<file path="src/rtl/kdsl_pkg.sv">
`timescale 1ns / 1ps
// ----------------------------------------------------------------------------
// kdsl_pkg
// Shared types and constants for the multi-key debouncer with short and
// long press detection.
// ----------------------------------------------------------------------------
package kdsl_pkg;

    localparam int PIN_W   = 8;   // pin and event word width
    localparam int CNT_W   = 16;  // per-key hold counter width
    localparam int DEB_W   = 8;   // debounce threshold width
    localparam int CFG_W   = 16;  // widest config register
    localparam int CFG_IDX_W = 2;

    localparam logic [CFG_IDX_W-1:0] REG_ACTIVE_LEVEL   = 2'd0;
    localparam logic [CFG_IDX_W-1:0] REG_DEBOUNCE_TICKS = 2'd1;
    localparam logic [CFG_IDX_W-1:0] REG_LONG_TICKS     = 2'd2;

    localparam logic [CNT_W-1:0] CNT_MAX = {CNT_W{1'b1}};

    typedef enum logic [1:0] {
        PH_IDLE     = 2'd0,
        PH_DEBOUNCE = 2'd1,
        PH_PRESSED  = 2'd2,
        PH_LONG     = 2'd3
    } phase_t;

    // per-key findings for one tick
    typedef struct packed {
        logic short_evt;
        logic long_evt;
    } key_evt_t;

    function automatic logic [CNT_W-1:0] sat_inc(input logic [CNT_W-1:0] v);
        sat_inc = (v == CNT_MAX) ? v : v + CNT_W'(1);
    endfunction

endpackage

</file>
<file path="src/rtl/kdsl_lane.sv">
`timescale 1ns / 1ps
// ----------------------------------------------------------------------------
// kdsl_lane
// One key: four-phase debounce machine with a saturating hold counter.
// State advances once per accepted scan tick.
// ----------------------------------------------------------------------------
module kdsl_lane
    import kdsl_pkg::*;
(
    input  logic             clk,
    input  logic             rst_n,
    input  logic             tick,
    input  logic             active,
    input  logic [DEB_W-1:0] debounce_ticks,
    input  logic [CNT_W-1:0] long_ticks,
    output key_evt_t         evt
);

    phase_t           phase_reg, phase_next;
    logic [CNT_W-1:0] count_reg, count_next;
    logic [CNT_W-1:0] count_inc;

    assign count_inc = sat_inc(count_reg);

    always_ff @(posedge clk or negedge rst_n)
    begin
        if (!rst_n)
        begin
            phase_reg <= PH_IDLE;
            count_reg <= '0;
        end
        else if (tick)
        begin
            phase_reg <= phase_next;
            count_reg <= count_next;
        end
    end

    always_comb
    begin
        phase_next    = phase_reg;
        count_next    = count_reg;
        evt.short_evt = 1'b0;
        evt.long_evt  = 1'b0;
        unique case (phase_reg)
            PH_IDLE:
            begin
                if (active)
                begin
                    count_next = '0;
                    phase_next = PH_DEBOUNCE;
                end
            end
            PH_DEBOUNCE:
            begin
                if (active)
                begin
                    if (count_inc >= {{(CNT_W-DEB_W){1'b0}}, debounce_ticks})
                    begin
                        count_next = '0;
                        phase_next = PH_PRESSED;
                    end
                    else
                    begin
                        count_next = count_inc;
                    end
                end
                else
                begin
                    // bounce: back to idle, count left as is
                    phase_next = PH_IDLE;
                end
            end
            PH_PRESSED:
            begin
                if (active)
                begin
                    count_next = count_inc;
                    if (count_inc >= long_ticks)
                    begin
                        evt.long_evt = 1'b1;
                        phase_next   = PH_LONG;
                    end
                end
                else
                begin
                    evt.short_evt = 1'b1;
                    phase_next    = PH_IDLE;
                end
            end
            PH_LONG:
            begin
                if (!active)
                    phase_next = PH_IDLE;
            end
            default:
            begin
                phase_next = PH_IDLE;
            end
        endcase
    end

endmodule

</file>
<file path="src/rtl/kdsl_merge.sv">
`timescale 1ns / 1ps
// ----------------------------------------------------------------------------
// kdsl_merge
// Gathers the lane findings into event masks and holds them in an output
// register backed by one skid entry.
// ----------------------------------------------------------------------------
module kdsl_merge
    import kdsl_pkg::*;
#(
    parameter int KEY_COUNT = 8
)
(
    input  logic                 clk,
    input  logic                 rst_n,
    input  logic                 push,
    input  key_evt_t             lane_evt [KEY_COUNT],
    output logic                 skid_full,
    output logic                 out_valid,
    input  logic                 out_ready,
    output logic [PIN_W-1:0]     short_events,
    output logic [PIN_W-1:0]     long_events
);

    logic [PIN_W-1:0] short_mask, long_mask;
    logic             out_valid_reg, out_valid_next;
    logic             skid_valid_reg, skid_valid_next;
    logic [PIN_W-1:0] out_short_reg, out_long_reg;
    logic [PIN_W-1:0] skid_short_reg, skid_long_reg;
    logic             pop;
    logic             load_out, load_skid, move_skid;

    // keys beyond the word width have no event bit
    for (genvar i = 0; i < PIN_W; i++)
    begin : g_mask
        if (i < KEY_COUNT)
        begin : g_key
            assign short_mask[i] = lane_evt[i].short_evt;
            assign long_mask[i]  = lane_evt[i].long_evt;
        end
        else
        begin : g_none
            assign short_mask[i] = 1'b0;
            assign long_mask[i]  = 1'b0;
        end
    end

    assign pop       = out_valid_reg && out_ready;
    assign move_skid = skid_valid_reg && (!out_valid_reg || pop);
    assign load_out  = push && !skid_valid_reg && (!out_valid_reg || pop);
    assign load_skid = push && !skid_valid_reg && out_valid_reg && !pop;

    always_comb
    begin
        out_valid_next  = out_valid_reg;
        skid_valid_next = skid_valid_reg;
        if (move_skid || load_out)
            out_valid_next = 1'b1;
        else if (pop)
            out_valid_next = 1'b0;
        if (move_skid)
            skid_valid_next = 1'b0;
        else if (load_skid)
            skid_valid_next = 1'b1;
    end

    always_ff @(posedge clk or negedge rst_n)
    begin
        if (!rst_n)
        begin
            out_valid_reg  <= 1'b0;
            skid_valid_reg <= 1'b0;
        end
        else
        begin
            out_valid_reg  <= out_valid_next;
            skid_valid_reg <= skid_valid_next;
        end
    end

    always_ff @(posedge clk)
    begin
        if (move_skid)
        begin
            out_short_reg <= skid_short_reg;
            out_long_reg  <= skid_long_reg;
        end
        else if (load_out)
        begin
            out_short_reg <= short_mask;
            out_long_reg  <= long_mask;
        end
        if (load_skid)
        begin
            skid_short_reg <= short_mask;
            skid_long_reg  <= long_mask;
        end
    end

    assign skid_full    = skid_valid_reg;
    assign out_valid    = out_valid_reg;
    assign short_events = out_short_reg;
    assign long_events  = out_long_reg;

`ifndef SYNTH
    a_skid_implies_out: assert property (@(posedge clk) disable iff (!rst_n)
        skid_valid_reg |-> out_valid_reg)
        else $error("skid word held while output register empty");

    a_skid_drains: assert property (@(posedge clk) disable iff (!rst_n)
        (skid_valid_reg && pop) |=> (out_valid_reg && !skid_valid_reg))
        else $error("skid word not moved to output on pop");

    a_events_exclusive: assert property (@(posedge clk) disable iff (!rst_n)
        out_valid_reg |-> ((out_short_reg & out_long_reg) == '0))
        else $error("key reported short and long in one word");

    a_no_push_when_full: assert property (@(posedge clk) disable iff (!rst_n)
        skid_valid_reg |-> !(load_out || load_skid))
        else $error("word taken while skid entry full");
`endif

endmodule

</file>
<file path="src/rtl/key_debounce_short_long_press.sv">
`timescale 1ns / 1ps
// ----------------------------------------------------------------------------
// key_debounce_short_long_press
// Multi-key debouncer: one lane per key runs the debounce / press / long hold
// machine on every scan tick, a merge stage forms the event word.
// ----------------------------------------------------------------------------
//  channel  signals                              direction  width
//  in       in_valid/in_ready, pin_levels        input      8
//  out      out_valid/out_ready, short_events,   output     8 + 8
//           long_events
//  cfg      cfg_we, cfg_index, cfg_data          input      2 / 16
//
//  One scan tick per cycle while in_ready is high; each accepted tick's event word
//  is registered in the output register, or in the skid entry if the output is
//  stalled. All lanes update in parallel in the cycle of acceptance.
//  Reset puts every key in idle with a zero count and loads the register
//  defaults (active low, debounce 2, long 100).
//  A stalled output is covered by one skid entry; ticks stop being taken only
//  when both output register and skid entry are full.
// ----------------------------------------------------------------------------
module key_debounce_short_long_press
    import kdsl_pkg::*;
#(
    parameter int KEY_COUNT = 8
)
(
    input  logic                 clk,
    input  logic                 rst_n,
    input  logic                 in_valid,
    output logic                 in_ready,
    input  logic [PIN_W-1:0]     pin_levels,
    output logic                 out_valid,
    input  logic                 out_ready,
    output logic [PIN_W-1:0]     short_events,
    output logic [PIN_W-1:0]     long_events,
    input  logic                 cfg_we,
    input  logic [CFG_IDX_W-1:0] cfg_index,
    input  logic [CFG_W-1:0]     cfg_data
);

    logic             active_level_reg;
    logic [DEB_W-1:0] debounce_ticks_reg;
    logic [CNT_W-1:0] long_ticks_reg;
    logic             tick;
    logic             skid_full;
    key_evt_t         lane_evt [KEY_COUNT];

    always_ff @(posedge clk or negedge rst_n)
    begin
        if (!rst_n)
        begin
            active_level_reg   <= 1'b0;
            debounce_ticks_reg <= DEB_W'(2);
            long_ticks_reg     <= CNT_W'(100);
        end
        else if (cfg_we)
        begin
            unique case (cfg_index)
                REG_ACTIVE_LEVEL:   active_level_reg   <= cfg_data[0];
                REG_DEBOUNCE_TICKS: debounce_ticks_reg <= cfg_data[DEB_W-1:0];
                REG_LONG_TICKS:     long_ticks_reg     <= cfg_data[CNT_W-1:0];
                default:            ;
            endcase
        end
    end

    assign in_ready = !skid_full;
    assign tick     = in_valid && in_ready;

    for (genvar k = 0; k < KEY_COUNT; k++)
    begin : g_lane
        logic active;
        if (k < PIN_W)
        begin : g_pin
            assign active = (pin_levels[k] == active_level_reg);
        end
        else
        begin : g_nopin
            // no pin for this key, it always reads released
            assign active = 1'b0;
        end

        kdsl_lane u_lane (
            .clk            (clk),
            .rst_n          (rst_n),
            .tick           (tick),
            .active         (active),
            .debounce_ticks (debounce_ticks_reg),
            .long_ticks     (long_ticks_reg),
            .evt            (lane_evt[k])
        );
    end

    kdsl_merge #(
        .KEY_COUNT (KEY_COUNT)
    ) u_merge (
        .clk          (clk),
        .rst_n        (rst_n),
        .push         (tick),
        .lane_evt     (lane_evt),
        .skid_full    (skid_full),
        .out_valid    (out_valid),
        .out_ready    (out_ready),
        .short_events (short_events),
        .long_events  (long_events)
    );

endmodule

</file>
<file path="config.mk">
export PLATFORM = sky130hd
export DESIGN_NAME = key_debounce_short_long_press
export DESIGN_NICKNAME = d
export VERILOG_FILES = /design/src/rtl/kdsl_pkg.sv /design/src/rtl/kdsl_lane.sv /design/src/rtl/kdsl_merge.sv /design/src/rtl/key_debounce_short_long_press.sv
export SDC_FILE = /design/constraint.sdc
export NUM_CORES = 1
export LEC_CHECK = 0
export BUFFER_PORTS_ARGS = -buffer_cell sky130_fd_sc_hd__buf_2
export CORE_MARGIN = 1.5
export CORE_UTILIZATION = 41
export DETAILED_ROUTE_END_ITERATION = 8
export GPL_ROUTABILITY_DRIVEN = 0
export PLACE_DENSITY = 0.63
export SYNTH_ARGS = -nofsm -noshare
export SYNTH_HDL_FRONTEND = slang
export SYNTH_SLANG_ARGS = --single-unit
</file>
<file path="constraint.sdc">
create_clock -name clk -period 4.8 [get_ports clk]
set_input_delay 0.96 -clock clk [delete_from_list [all_inputs] [get_ports clk]]
set_output_delay 0.96 -clock clk [all_outputs]
set_load 0.02 [all_outputs]
</file>
==> results by group, run 1 <==
STA
  • Max-Slew Margin vs Limit: 26.1%
  • RSZ-0062 raised after global routing: no
  • Setup TNS: 0 ps
  • Tmin final: 4480 ps
  • Setup ws final: 315 ps
  • Clock Skew: 19.9 ps
  • Final hold violation count: 0
  • Final Max Tran Viols: 0
  • Final Setup Violations: 0
  • Final period util: 93.4%
  • Fmax: 223 MHz
  • Slew @ Worst Pin: 1110 ps

GRT
  • Antenna violations before repair: 0
  • Vias in the first global route: 13700
  • M1 GR Usage: 30.3%
  • Global route overflow: 0
  • Largest net degree at the start of global routing: 92
  • Grt met3 use: 2.91%
  • Met2 usage: 36.2%
  • Total track usage: 22.1%
  • First-pass GRT wire length: 74000 um
  • Busiest grt layer: met2

Clock network
  • Clock Path Buffers: 3
  • CTS tree: yes
  • Worst-path clk slew: 60 ps
  • Post-CTS Hold Buffers: 0
  • CTS Buf Count: 24
  • Post_cts resized: 0
  • Clk_lat worst skew: 560 ps
  • H-Tree Depth: 1
  • Root Buffer: clkbuf_16
  • Clock sinks: 203
  • Setup bufs post-CTS: 0

Synth
  • Synth cell types: 84
  • Synth Register Bits: 203
  • Synth Instances: 1821
  • Post-synth EDFFs: 32
  • Synthesis warning total: 0
  • Post-Syn Nets: 2092
  • Predominant post-synthesis flop cell: dfrtp_1
  • Mapped Area: 16800 um^2
  • Post-synth ARST share: 84.2%
  • Post-Syn Area per Cell: 9.24 um^2
  • Sequential share of the synthesized area: 31.2%

Route
  • Routed Antenna Nets: 0
  • Via/cell ratio: 5.90
  • Drc violations: 0
  • Vias: 14100
  • Initial DRC count: 932
  • Average wire per standard cell: 19.1 um
  • Router iterations before antenna repair: 7
  • Drt total wl: 45600 um

Die
  • Floorplan row count: 74
  • Die Y: 206 um
  • Num ports: 49
  • Core Area: 40600 um^2
  • Die area: 42300 um^2
  • Width of the die: 206 um
  • Initial Util: 41.4%

Pwr
  • Worst VDD drop: 303 uV
  • Lkg Pwr: 0.00856 uW
  • Pwr Density: 371 nW/um^2

Critical path
  • Crit end category: register
  • Req. time, crit path: 5260 ps
  • Worst-path maximum fanout: 9
  • FF-to-FF End: g_lane[2].u_lane.phase_reg[0]
  • Reg2reg path depth: 16
  • Worst setup SP type: register
  • CP Data Arrival Time: 4950 ps
  • R2R Setup Slk: 320 ps
  • Worst R2R Start: g_lane[2].u_lane.count_reg[0]
  • Kind of critical path: reg -> reg

Outcome
  • Status: complete, no violations

Finish
  • ANT cells: 0
  • Max FFs per register: 128
  • Area Overhead vs Synth: 9.20%
  • Multi-input logic area: 10900 um^2
  • Layout cell share with drive strength beyond 1: 10.5%
  • Final #Nets: 2113
  • Storage element area: 5250 um^2
  • Fill cells: 3914
  • Finished Core Util: 45.2%

Placed design
  • Pre-CTS WS: 454 ps
  • Buffers on Ports: 48
  • Detail Placement HPWL: 33200 um

Hold path
  • Hold WC Path Type: in -> async

Job
  • Max cap viols: 0
## cell usage after synthesis, types with 21 or more instances
library cell | number | share of area [%]
nand2b_1 | 44 | 1.6
a21o_1 | 55 | 2.5
clkbuf_1 | 41 | 0.91
a21oi_1 | 73 | 2.2
nor2_1 | 97 | 2.2
edfxtp_1 | 32 | 5.7
o21a_1 | 22 | 0.98
o21ai_0 | 88 | 2.6
nand3_1 | 44 | 1.3
dfrtp_1 | 167 | 25
nand2_1 | 165 | 3.7
mux2i_1 | 23 | 1.4
a211oi_1 | 23 | 1.0
buf_2 | 21 | 0.62
ha_1 | 240 | 18
mux2_2 | 47 | 3.1
a22o_1 | 66 | 3.4
and2_1 | 22 | 0.82
nand4_1 | 75 | 2.8
xnor2_1 | 72 | 3.7
nor3_1 | 40 | 1.2
and3_1 | 25 | 0.93
xor2_1 | 22 | 1.1
inv_1 | 89 | 2.0
## layout by cell type (no fill, tap or decap), types with 40 or more instances in the layout
cell type    n
nor3_1      40
xnor2_1     72
nand4_1     75
ha_1       240
a21oi_1     73
nand2b_1    44
dfrtp_1    167
a22o_1      66
nand3_1     44
a21o_1      55
nand2_1    165
nor2_1      96
mux2_2      47
inv_1       89
buf_2       47
o21ai_0     88
## worst max path at each step
| stage | endpoint | cells after the start | slack [ps] | start |
|---|---|---|---|---|
| detailed placement | g_lane[2].u_lane.phase_reg[0] | 16 | 450 | g_lane[2].u_lane.count_reg[0] |
| floorplan | g_lane[2].u_lane.phase_reg[0] | 17 | 1100 | g_lane[2].u_lane.count_reg[0] |
| finish | g_lane[2].u_lane.phase_reg[0] | 16 | 320 | g_lane[2].u_lane.count_reg[0] |
| global placement | g_lane[2].u_lane.count_reg[1] | 17 | 670 | g_lane[2].u_lane.count_reg[0] |
| CTS | g_lane[2].u_lane.phase_reg[0] | 16 | 430 | g_lane[2].u_lane.count_reg[0] |
| global route | g_lane[2].u_lane.count_reg[13] | 17 | 120 | g_lane[2].u_lane.count_reg[0] |
## worst max-delay path, stage by stage, from the launching register on
cell and delay, ps:
dfrtp_1 410, ha_1 350, nand2_1 100, nor4_1 580
nand2b_1 330, and3_1 300, nand3_1 110, nand2_1 70
nand2_1 100, ha_1 250, a2111oi_0 460, o21a_1 200
o311ai_0 120, a211oi_1 410, o2bb2ai_1 210, a21o_1 190
mux2i_1 190
## routing by layer
| metal | routed length [um] | vias up |
|---|---|---|
| met5 | 0 | - |
| met4 | 1170 | 0 |
| met3 | 2470 | 59 |
| met2 | 20900 | 389 |
| met1 | 21100 | 6834 |
| li1 | - | 6827 |
## area by class of cell
class / instances / area share (%)
Clock inverter: 19 / 1.07
Clock buffer: 25 / 3.29
Multi-Input combinational cell: 1456 / 59.4
Inverter: 89 / 1.82
Sequential cell: 203 / 28.5
Timing Repair Buffer: 68 / 2.23
Tap cell: 532 / 3.62
## cell families after synthesis
group                      Yosys count  synth area share (%)
DFF                                203                  31.2
adders and majority gates          240                  17.8
AOI/OAI and AO/OA                  448                  18.5
muxes                               71                  4.60
xor gates and xnor gates            94                  4.89
buffers and inverters              162                  3.99
and+or+nand+nor                    603                  18.9
## stage by stage
step                cells  instance area (um^2)  total power (uW)  hold WS, ps
detailed placement   2348                 17600              4920          492
finish               2392                 18400              6820          481
floorplan            1821                 16800              4070          473
CTS                  2392                 18400              6850          507
global route         2392                 18400              7270          513
global placement     2348                 17600              4820          487
## where the power goes
| group | total, uW | internal, uW | leakage, uW | switching (uW) |
|---|---|---|---|---|
| sequential | 2150 | 1950 | 0.00260 | 205 |
| combinational | 2770 | 1060 | 0.00559 | 1710 |
| clock | 1890 | 1080 | 0.000367 | 809 |
| total | 6820 | 4090 | 0.00856 | 2730 |
Power figures use the tool's default switching activity.
==> run 2, diff against run 1 <==
--- a/config.mk
+++ b/config.mk
@@ -5,12 +5,13 @@
 export SDC_FILE = /design/constraint.sdc
 export NUM_CORES = 1
 export LEC_CHECK = 0
+export ABC_CLOCK_PERIOD_IN_PS = 4800
 export BUFFER_PORTS_ARGS = -buffer_cell sky130_fd_sc_hd__buf_2
 export CORE_MARGIN = 1.5
 export CORE_UTILIZATION = 41
 export DETAILED_ROUTE_END_ITERATION = 8
 export GPL_ROUTABILITY_DRIVEN = 0
-export PLACE_DENSITY = 0.63
+export PLACE_DENSITY = 0.55
 export SYNTH_ARGS = -nofsm -noshare
 export SYNTH_HDL_FRONTEND = slang
 export SYNTH_SLANG_ARGS = --single-unit
==> run 2 against run 1 <==
  * Fmax increased by 3.4%
  * Register-to-register slack improved by 150 ps
  * Setup slack improved by 150 ps
  * Total power rose by 1.9%
  * Sequential power about the same
  * Critical path type unchanged
==> results by group, run 2 (same netlist as run 1, synthesis figures left out) <==
Critical path
  • CP Data Arrival Time: 4840 ps (-110 ps)
  • CP top delay family: simple AND/OR/NAND/NOR gates
  • Critical path's largest stage delay: 470 ps (-110 ps)
  • CP bufs+invs: 0 (unchanged)
  • Slowest CP cell: nor2_2
  • Kind of critical path: reg -> reg
  • Crit end category: register
  • Worst setup SP type: register
  • Worst-path maximum fanout: 11 (+2)
  • Req. time, crit path: 5300 ps (+40 ps)
  • Most used cell, CP: ha_1
  • Worst-path cell chain: ha_1 -> nand2_1 -> or3_4 -> or2_2 -> nand4_1 -> nor2_1 -> xor2_1 -> ha_1 -> nor4b_1 -> o41ai_1 -> a211oi_1 -> o2111ai_1 -> nor4_2 -> o21ai_1 -> nor2_2 -> a22o_1

Finish
  • Most frequent cells in the layout: ha_1 (240), dfrtp_1 (167), nand2_1 (165), nor2_1 (96), inv_1 (89)
  • Fill cells: 3850 (-1.6%)
  • ANT cells: 0 (unchanged)
  • Multi-input logic area: 10900 um^2 (about the same)
  • Area Overhead vs Synth: 9.83%
  • Final #Nets: 2121 (+0.38%)
  • Max FFs per register: 128 (unchanged)
  • Storage element area: 5250 um^2 (unchanged)
  • Finished Core Util: 45.5% (+0.26 points)
  • Layout cell share with drive strength beyond 1: 11.0% (+0.48 points)
  • Commonest non-fill, non-tap cell in the layout: ha_1
  • Final instance area: 18500 um^2 (+0.58%)

Route
  • Drc violations: 0 (unchanged)
  • Routed Antenna Nets: 0 (unchanged)
  • Initial DRC count: 875 (-6.1%)
  • Drt total wl: 47400 um (+4.0%)
  • Vias: 14000 (-0.96%)
  • Via/cell ratio: 5.82 (-1.4%)
  • Router iterations before antenna repair: 5 (-2)
  • Average wire per standard cell: 19.8 um (+3.5%)

GRT
  • Total track usage: 22.8% (+0.75 points)
  • Vias in the first global route: 13500 (-1.5%)
  • Global route overflow: 0 (unchanged)
  • Largest net degree at the start of global routing: 74 (-20%)
  • First-pass GRT wire length: 75000 um (+1.3%)
  • Antenna violations before repair: 0 (unchanged)

Clock network
  • Clock sinks: 203 (unchanged)
  • Setup bufs post-CTS: 0 (unchanged)
  • Clock Path Buffers: 3 (unchanged)
  • Worst-path clk slew: 60 ps (about the same)
  • Root Buffer: clkbuf_16
  • Clk_lat worst skew: 570 ps (about the same)
  • CTS Buf Count: 27 (+13%)
  • CTS tree: yes
  • H-Tree Depth: 1 (unchanged)

STA
  • Final Max Tran Viols: 0 (unchanged)
  • Clock Skew: 13.3 ps (-6.52 ps)
  • Tmin final: 4340 ps (-145 ps)
  • Final Setup Violations: 0 (unchanged)
  • Setup TNS: 0 ps (unchanged)
  • Hold_ws: 400 ps (-81.6 ps)
  • Fmax: 230 MHz (+3.4%)
  • Final hold violation count: 0 (unchanged)
  • RSZ-0062 raised after global routing: no
  • Slew @ Worst Pin: 1140 ps (+32.5 ps)
  • Max-Slew Margin vs Limit: 23.7% (-2.4 points)
  • Final period util: 90.4% (-3.0 points)

Pwr
  • Worst VDD drop: 255 uV (-16%)
  • Pwr Density: 376 nW/um^2 (+1.3%)
  • Lkg Pwr: 0.00864 uW (+0.96%)

Hold path
  • Hold WC Path Type: in -> async

Die
  • Core Area: 40600 um^2 (unchanged)
  • Floorplan row count: 74 (unchanged)
  • Width of the die: 206 um (unchanged)
  • Num ports: 49 (unchanged)
  • Initial Util: 41.4% (unchanged)
  • Die area: 42300 um^2 (unchanged)
  • Die Y: 206 um (unchanged)

Placed design
  • Buffers on Ports: 48 (unchanged)
  • Placement Cell Area: 17600 um^2 (+0.16%)
  • Detail Placement HPWL: 34700 um (+4.7%)

Job
  • Max cap viols: 0 (unchanged)

Outcome
  • Status: complete, no violations
## run 2: changes by cell type in the layout (fill, tap and decap cells not counted), sizes merged
cell	delta
inv	+1
clkinv	+1
buf	+5
clkinvlp	-6
clkbuf	+9
## run 2: cell type report
cell class / count / area share, %
Clock buffer: 34 / 3.85
Clock inverter: 15 / 0.874
Inverter: 89 / 1.81
Multi-Input combinational cell: 1456 / 59.1
Sequential cell: 203 / 28.4
Tap cell: 532 / 3.60
Timing Repair Buffer: 73 / 2.35
## run 2: per-stage QoR
step | setup WS, ps | std cells | power, uW
3_5_place_dp | 458 | 2353 | 4940
3_3_place_gp | 435 | 2353 | 4870
4_1_cts | 423 | 2402 | 7020
5_1_grt | 109 | 2402 | 7460
2_1_floorplan | 1100 | 1821 | 4070
6_report | 461 | 2402 | 6950
## run 2: power breakdown
| group | switching, uW | internal (uW) | leakage [uW] |
|---|---|---|---|
| combinational | 1690 | 1060 | 0.00561 |
| clock | 825 | 1210 | 0.000429 |
| sequential | 211 | 1950 | 0.00260 |
| total | 2730 | 4220 | 0.00864 |
## run 2: timing repair
item | CTS | global route
hold buffers | 0 | 0
resized for setup | 0 | 1
setup endpoints to repair | 0 | 10
## run 2: metal layers
layer  global-route usage, %  routed length, um
met5                       0                  0
met4                    5.55               1160
met3                    3.07               2280
met2                    36.0              20900
met1                    32.8              23100
## run 2: final timing paths
check / startpoint / to / slack (ps) / cells past startpoint
max: g_lane[3].u_lane.count_reg[0] / g_lane[3].u_lane.count_reg[3] / 460 / 16
min: rst_n / g_lane[6].u_lane.count_reg[7] / 400 / 1
max reg2reg: g_lane[3].u_lane.count_reg[0] / g_lane[3].u_lane.count_reg[3] / 460 / 16
min reg2reg: long_ticks_reg[7] / long_ticks_reg[7] / 500 / 1
max in group asynchronous: rst_n / g_lane[3].u_lane.count_reg[13] / 3350 / 2
min in group clk: long_ticks_reg[7] / long_ticks_reg[7] / 500 / 1
